[config.mk]
export PLATFORM = sky130hd
export DESIGN_NAME = calendar_date_properties_unit
export DESIGN_NICKNAME = d
export VERILOG_FILES = /design/src/sv/cdp_pkg.sv /design/src/sv/calendar_date_properties_unit.sv
export SDC_FILE = /design/constraint.sdc
export NUM_CORES = 1
export LEC_CHECK = 0
export ABC_AREA = 1
export BUFFER_PORTS_ARGS = -buffer_cell sky130_fd_sc_hd__buf_4
export CORE_MARGIN = 8
export CORE_UTILIZATION = 35
export CTS_BUF_LIST = sky130_fd_sc_hd__clkbuf_8
export DETAILED_ROUTE_END_ITERATION = 12
export PLACE_DENSITY = 0.5
export SETUP_SLACK_MARGIN = 0.15
export SLEW_MARGIN = 10
export SYNTH_ARGS = -nofsm -noshare
export SYNTH_HDL_FRONTEND = slang
export SYNTH_SLANG_ARGS = --single-unit
[constraint.sdc]
create_clock -name clk -period 25.7 [get_ports clk]
set_input_delay 3.855 -clock clk [delete_from_list [all_inputs] [get_ports clk]]
set_output_delay 3.855 -clock clk [all_outputs]
set_load 0.03 [all_outputs]
[src/sv/cdp_pkg.sv]
`default_nettype none

package cdp_pkg;

  localparam int DAY_W   = 5;
  localparam int MONTH_W = 4;
  localparam int YEAR_W  = 14;
  localparam int DOW_W   = 3;
  localparam int DOY_W   = 9;

  // floor(y / 100) == (y * RECIP100) >> RECIP100_SHIFT for every 14-bit y
  localparam int RECIP100       = 5243;
  localparam int RECIP100_W     = 13;
  localparam int RECIP100_SHIFT = 19;

  // Multiple of 7 that stays above any century count, keeps the weekday sum positive
  localparam int CENTURY_BIAS = 168;
  localparam int YEAR_OFFSET  = 400;

  localparam logic [MONTH_W-1:0] MONTH_JAN = 4'd1;
  localparam logic [MONTH_W-1:0] MONTH_FEB = 4'd2;
  localparam logic [MONTH_W-1:0] MONTH_DEC = 4'd12;

  localparam logic [DOW_W-1:0] DOW_FRI = 3'd5;
  localparam logic [DOW_W-1:0] DOW_SAT = 3'd6;

  typedef struct packed {
    logic [DAY_W-1:0]   day;
    logic [MONTH_W-1:0] month;
    logic [YEAR_W-1:0]  year;
  } date_in_t;

  typedef struct packed {
    logic               valid_res;
    logic               leap_year;
    logic [DAY_W-1:0]   days_in_month;
    logic [DOW_W-1:0]   day_of_week;
    logic [DOY_W-1:0]   day_of_year;
    logic               weekend;
    logic [DAY_W-1:0]   next_day;
    logic [MONTH_W-1:0] next_month;
    logic [YEAR_W-1:0]  next_year;
    logic [DAY_W-1:0]   prev_day;
    logic [MONTH_W-1:0] prev_month;
    logic [YEAR_W-1:0]  prev_year;
  } date_res_t;

  // Month length, 0 for a month code outside 1..12
  function automatic logic [DAY_W-1:0] month_days(input logic [MONTH_W-1:0] m,
                                                  input logic leap);
    logic [DAY_W-1:0] r;
    case (m)
      4'd1, 4'd3, 4'd5, 4'd7, 4'd8, 4'd10, 4'd12: r = 5'd31;
      4'd4, 4'd6, 4'd9, 4'd11:                    r = 5'd30;
      4'd2:                                       r = leap ? 5'd29 : 5'd28;
      default:                                    r = 5'd0;
    endcase
    return r;
  endfunction

  // Days before the first of month m in a common year
  function automatic logic [DOY_W-1:0] cum_days(input logic [MONTH_W-1:0] m);
    logic [DOY_W-1:0] r;
    case (m)
      4'd1:    r = 9'd0;
      4'd2:    r = 9'd31;
      4'd3:    r = 9'd59;
      4'd4:    r = 9'd90;
      4'd5:    r = 9'd120;
      4'd6:    r = 9'd151;
      4'd7:    r = 9'd181;
      4'd8:    r = 9'd212;
      4'd9:    r = 9'd243;
      4'd10:   r = 9'd273;
      4'd11:   r = 9'd304;
      4'd12:   r = 9'd334;
      default: r = 9'd0;
    endcase
    return r;
  endfunction

  // (31 * mm) / 12 with March as month 1 (Jan, Feb are months 11, 12)
  function automatic logic [DAY_W-1:0] month_key(input logic [MONTH_W-1:0] m);
    logic [DAY_W-1:0] r;
    case (m)
      4'd1:    r = 5'd28;
      4'd2:    r = 5'd31;
      4'd3:    r = 5'd2;
      4'd4:    r = 5'd5;
      4'd5:    r = 5'd7;
      4'd6:    r = 5'd10;
      4'd7:    r = 5'd12;
      4'd8:    r = 5'd15;
      4'd9:    r = 5'd18;
      4'd10:   r = 5'd20;
      4'd11:   r = 5'd23;
      4'd12:   r = 5'd25;
      default: r = 5'd0;
    endcase
    return r;
  endfunction

  // x mod 7 by octal digit sums (8 = 1 mod 7)
  function automatic logic [DOW_W-1:0] mod7(input logic [15:0] x);
    logic [5:0] s1;
    logic [3:0] s2;
    s1 = 6'(x[2:0]) + 6'(x[5:3]) + 6'(x[8:6]) + 6'(x[11:9]) + 6'(x[14:12]) + 6'(x[15]);
    s2 = 4'(s1[5:3]) + 4'(s1[2:0]);
    if (s2 >= 4'd7) begin
      s2 = s2 - 4'd7;
    end
    return s2[DOW_W-1:0];
  endfunction

endpackage

`default_nettype wire

[src/sv/calendar_date_properties_unit.sv]
`default_nettype none

// Calendar date properties unit.
// Input channel (in_valid / in_ready / in_data) takes one Gregorian date per
// transaction: day, month, year. Output channel (out_valid / out_ready /
// out_data) returns one result transaction per date: validity, leap year,
// month length, day of week (0 = Sunday), day of year, weekend flag
// (Friday or Saturday), and the next and previous dates with rollover.
// Invalid dates give zero weekday and ordinal and echo the input date as
// next and previous date.
// Input register, then result register. Throughput: one transaction per
// cycle while the receiver accepts; the path between the registers holds
// one 14x13 constant multiply (year / 100 by reciprocal) and the weekday
// sum mod 7. When the receiver stalls, the result register holds and the
// input register still takes one more date; in_ready drops once both are
// full. Reset (rst, synchronous) empties both stages; data is not reset.

module calendar_date_properties_unit
  import cdp_pkg::*;
(
  input  wire logic      clk,
  input  wire logic      rst,
  input  wire logic      in_valid,
  output logic           in_ready,
  input  wire date_in_t  in_data,
  output logic           out_valid,
  input  wire logic      out_ready,
  output date_res_t      out_data
);

  localparam int PROD_W = YEAR_W + RECIP100_W;
  localparam int Q_W    = PROD_W - RECIP100_SHIFT;
  localparam int YY_W   = YEAR_W + 1;

  // Input stage
  logic      stage_vld;
  date_in_t  stage_date;
  logic      advance;

  // Result stage advances when empty or being drained
  assign advance  = !out_valid || out_ready;
  assign in_ready = !stage_vld || advance;

  always_ff @(posedge clk) begin
    if (rst) begin
      stage_vld <= 1'b0;
      out_valid <= 1'b0;
    end else begin
      if (in_ready) begin
        stage_vld <= in_valid;
      end
      if (advance) begin
        out_valid <= stage_vld;
      end
    end
  end

  date_res_t res_next;

  always_ff @(posedge clk) begin
    if (in_valid && in_ready) begin
      stage_date <= in_data;
    end
    if (advance && stage_vld) begin
      out_data <= res_next;
    end
  end

  // Date logic
  logic [DAY_W-1:0]   d;
  logic [MONTH_W-1:0] m;
  logic [YEAR_W-1:0]  y;
  logic [PROD_W-1:0]  prod;
  logic [Q_W-1:0]     q;       // year / 100
  logic               div100;  // year % 100 == 0
  logic               leap;
  logic [DAY_W-1:0]   dim;
  logic               valid;
  logic               jan_feb;
  logic [YY_W-1:0]    yy;
  logic [Q_W-1:0]     qq;      // yy / 100
  logic [15:0]        wsum;
  logic [DOW_W-1:0]   dow;

  assign d = stage_date.day;
  assign m = stage_date.month;
  assign y = stage_date.year;

  assign prod = PROD_W'(y) * PROD_W'(RECIP100);
  assign q    = prod[PROD_W-1:RECIP100_SHIFT];
  // Fraction below one reciprocal step only for exact multiples of 100
  assign div100 = prod[RECIP100_SHIFT-1:0] < RECIP100_SHIFT'(RECIP100);

  assign leap  = ((y[1:0] == 2'd0) && !div100) || (div100 && (q[1:0] == 2'd0));
  assign dim   = month_days(m, leap);
  assign valid = (dim != 5'd0) && (d != 5'd0) && (d <= dim);

  // January and February count as months of the previous year
  assign jan_feb = (m == MONTH_JAN) || (m == MONTH_FEB);
  assign yy = YY_W'(y) + YY_W'(YEAR_OFFSET) - YY_W'(jan_feb);
  assign qq = q + Q_W'(YEAR_OFFSET / 100) - Q_W'(jan_feb && div100);

  assign wsum = 16'(d) + 16'(yy) + 16'(yy >> 2) + 16'(qq >> 2)
              + 16'(CENTURY_BIAS) - 16'(qq) + 16'(month_key(m));
  assign dow  = valid ? mod7(wsum) : 3'd0;

  always_comb begin
    res_next               = '0;
    res_next.valid_res     = valid;
    res_next.leap_year     = leap;
    res_next.days_in_month = dim;
    res_next.day_of_week   = dow;
    res_next.day_of_year   = valid ? (cum_days(m) + DOY_W'(leap && (m > MONTH_FEB)) + DOY_W'(d))
                                   : '0;
    res_next.weekend       = (dow == DOW_FRI) || (dow == DOW_SAT);
    res_next.next_day      = d;
    res_next.next_month    = m;
    res_next.next_year     = y;
    res_next.prev_day      = d;
    res_next.prev_month    = m;
    res_next.prev_year     = y;
    if (valid) begin
      if (d == dim) begin
        res_next.next_day = 5'd1;
        if (m == MONTH_DEC) begin
          res_next.next_month = MONTH_JAN;
          res_next.next_year  = y + 1'b1;
        end else begin
          res_next.next_month = m + 1'b1;
        end
      end else begin
        res_next.next_day = d + 1'b1;
      end
      if (d == 5'd1) begin
        if (m == MONTH_JAN) begin
          res_next.prev_day   = 5'd31;
          res_next.prev_month = MONTH_DEC;
          res_next.prev_year  = y - 1'b1;
        end else begin
          res_next.prev_month = m - 1'b1;
          res_next.prev_day   = month_days(m - 1'b1, leap);
        end
      end else begin
        res_next.prev_day = d - 1'b1;
      end
    end
  end

`ifndef SYNTH
  a_reset_empty: assert property (@(posedge clk)
    rst |=> !out_valid && !stage_vld)
    else $error("pipeline not empty after reset");

  a_stage_hold: assert property (@(posedge clk) disable iff (rst)
    stage_vld && !advance |=> stage_vld && $stable(stage_date))
    else $error("input stage lost a date during stall");

  a_invalid_zero: assert property (@(posedge clk) disable iff (rst)
    out_valid && !out_data.valid_res |->
      out_data.day_of_week == 3'd0 && out_data.day_of_year == 9'd0 &&
      out_data.next_day == out_data.prev_day)
    else $error("invalid date produced nonzero properties");

  a_valid_range: assert property (@(posedge clk) disable iff (rst)
    out_valid && out_data.valid_res |->
      out_data.day_of_week <= DOW_SAT && out_data.day_of_year != 9'd0 &&
      out_data.day_of_year <= 9'd365 + 9'(out_data.leap_year))
    else $error("weekday or ordinal out of range");

  a_move_out: assert property (@(posedge clk) disable iff (rst)
    stage_vld && advance |=> out_valid)
    else $error("result stage dropped a transaction");
`endif

endmodule

`default_nettype wire
==> results.toml <==
[routing]
route.detailed.drc = 0
routed-wl-met3_um = 1113
wl_per_cell_um = 15.94
routed.top_layer = "met4"
wl_met1_um = 14980
vias_per_cell = 4.674
vias = 9176
totalWireLength_um = 31300
dr_wl_met2_um = 14720
ant_nets = 0
drtIter0Drc = 454
dr.pass1.iters = 6

[setup_path]
rr_endpoint = "out_data[46]"
worstReg2RegStart = "y[5]"
cp.arrival_ns = 14.17
cp-end-kind = "register"
cp_slowest_cell = "edfxtp_1"
required_ns = 25.87
critical_path.startpoint = "y[5]"
rrSetupSlack_ns = 11.70
start_kind = "register"
critPathMostFrequentCell = "inv_1"
crit_fanout = 9
ff2ff_path_depth = 64
worstSetupPathType = "reg -> reg"
max_stage_delay_ns = 0.64

[sta]
hold_viol_final = 0
period_minus_slack_ns = 14.00
rsz0062_at_grt = "false"
drv_slew = 0
layout_worst_path_cycle_share_pct = 54.49
tns_ns = 0
max_slew_margin_pct = 40.10
skew_ns = 0.01971
max_freq_mhz = 71.41
worst_slew_pin_slew_ns = 0.8985
finalSetupViolCount = 0

[worst_hold_path]
hold_start = "stage_vld"
hold_end = "out_valid"
hold_depth = 2
hp-class = "reg -> reg"

[clocking]
cts_hold_buffers = 0
h-tree-depth = 3
clockRootBuffer = "clkbuf_8"
cts_buffers = 9
cts_buffer_depth = 2
clk-insertion-delay-late_ns = 0.41
cts_setup_buffers = 0
cts_resized = 0
clock-sinks = 103
path_clk_slew_ns = 0.13
cts_tree = "built"

[outcome]
outcome = "completed"

[synthesis]
ys_seq_area_share_pct = 23.67
yosys.area.top_type = "ha_1"
syn_inst = 1394
avgSynthCellArea_um2 = 8.889
synth_fp_nets = 1753
synth_area_leaders = "ha_1, edfxtp_1, fa_1"
synth.ff_latch_count = 103
synthesis.area_um2 = 12390
synthDominantCellAreaShare_pct = 23.43
ys_warn_count = 0
synthDistinctLibCells = 51

[global_route]
grt_max_degree = 65
antenna_found_initial = 0
grt_usage_pct = 15.46
overflow = 0
grt_pass1_wl_um = 51090
grt_pass1_vias = 9454

[finish]
seq_area_um2 = 2933
diodes = 0
layout_commonest_cell = "inv_1"
final_cell_mix = "inv_1, nand2_1, ha_1"
fill_cells = 3620
multi_input_comb_area_um2 = 8287
fin_nets = 1856
drive_gt1_share_pct = 9.920
area_growth_pct = 12.01

[floorplanning]
start_util_pct = 35.18
pin_count = 95
core_um2 = 35220
std_cell_rows = 69
fp.dieH_um = 204.2
die_w_um = 204.2
die_area_um2 = 41680

[placed_design]
hpwl_um = 26730
gp_congestion = 0.8586
io_buffers = 94

[run]
drv_cap = 0
==> per-stage QoR <==
step / instance area [µm²] / cells / hold WS [ns] / worst slack (ns) / utilization (%)
finish: 13880 / 1963 / 0.5350 / 11.70 / 39.40
detailed placement: 13680 / 1947 / 0.5158 / 11.72 / 38.85
global route: 13880 / 1963 / 0.5800 / 10.58 / 39.40
floorplan: 12390 / 1394 / 0.4451 / 13.13 / -
global placement: 13680 / 1947 / 0.5101 / 11.79 / 38.85
CTS: 13880 / 1963 / 0.5339 / 11.61 / 39.40
==> routing by layer <==
metal / vias to the layer above / GRT usage, %
li1: 4678 / -
met1: 4333 / 21.13
met2: 141 / 25.77
met3: 24 / 1.870
met4: 0 / 3.626
met5: - / 0
==> layout make-up <==
| cell class | instances | area share (%) |
|---|---|---|
| tap | 461 | 4.156 |
| sequential | 103 | 21.13 |
| clock inverter | 7 | 0.5139 |
| inverter | 306 | 8.294 |
| multi-input combinational | 979 | 59.71 |
| clock buffer | 9 | 0.8925 |
| timing repair buffer | 98 | 5.301 |
==> cells in the mapped netlist, drive strengths merged <==
master   count
and3         3
clkbuf       2
xor2        54
a31oi        2
o21ai       56
xnor2       16
edfxtp      87
o22ai        1
o31ai        2
ha         232
buf          4
inv        304
nor2        83
or2          2
nor3        17
clkinv       2
nand3b       4
nand3       56
and2         1
nand4       15
o2111ai      2
o211ai       4
mux2i        1
o221ai       3
a31o         2
a21o         2
a21boi       3
nand2      249
dfxtp       16
o21bai       3
a22oi        3
o41ai        1
a221oi       1
a211oi       2
fa         100
a21oi       59
==> cell families after synthesis <==
family / count (synthesis) / share of synthesized area, %
AND/OR/NAND/NOR: 430 / 15.56
adder cells (fa/ha/maj): 332 / 39.58
buffers and inverters: 312 / 9.543
AO/OA/AOI/OAI: 146 / 6.614
flip-flops: 103 / 23.67
XOR/XNOR: 70 / 4.948
multiplexers: 1 / 0.08079
==> how the worst max path moves through the flow <==
stage,end,slack (ns),cells after the start
2_1_floorplan,out_data[46],13.13,66
3_5_place_dp,out_data[46],11.72,64
6_report,out_data[46],11.70,64
4_1_cts,out_data[46],11.61,64
5_1_grt,out_data[46],10.58,64
3_3_place_gp,out_data[46],11.79,64
==> critical path: cells and delay by family, from the launching register on <==
family	cells	cell delay (ns)
multiplexers	1	0.24
XOR/XNOR	5	0.80
AO/OA/AOI/OAI	5	0.70
adder cells (fa/ha/maj)	22	8.41
flip-flops	1	0.64
AND/OR/NAND/NOR	18	1.96
buffers and inverters	13	1.01
Power is left out: the tool's default activity adds up to more than one toggle a clock period on the data nets, which glitch-free logic cannot reach.
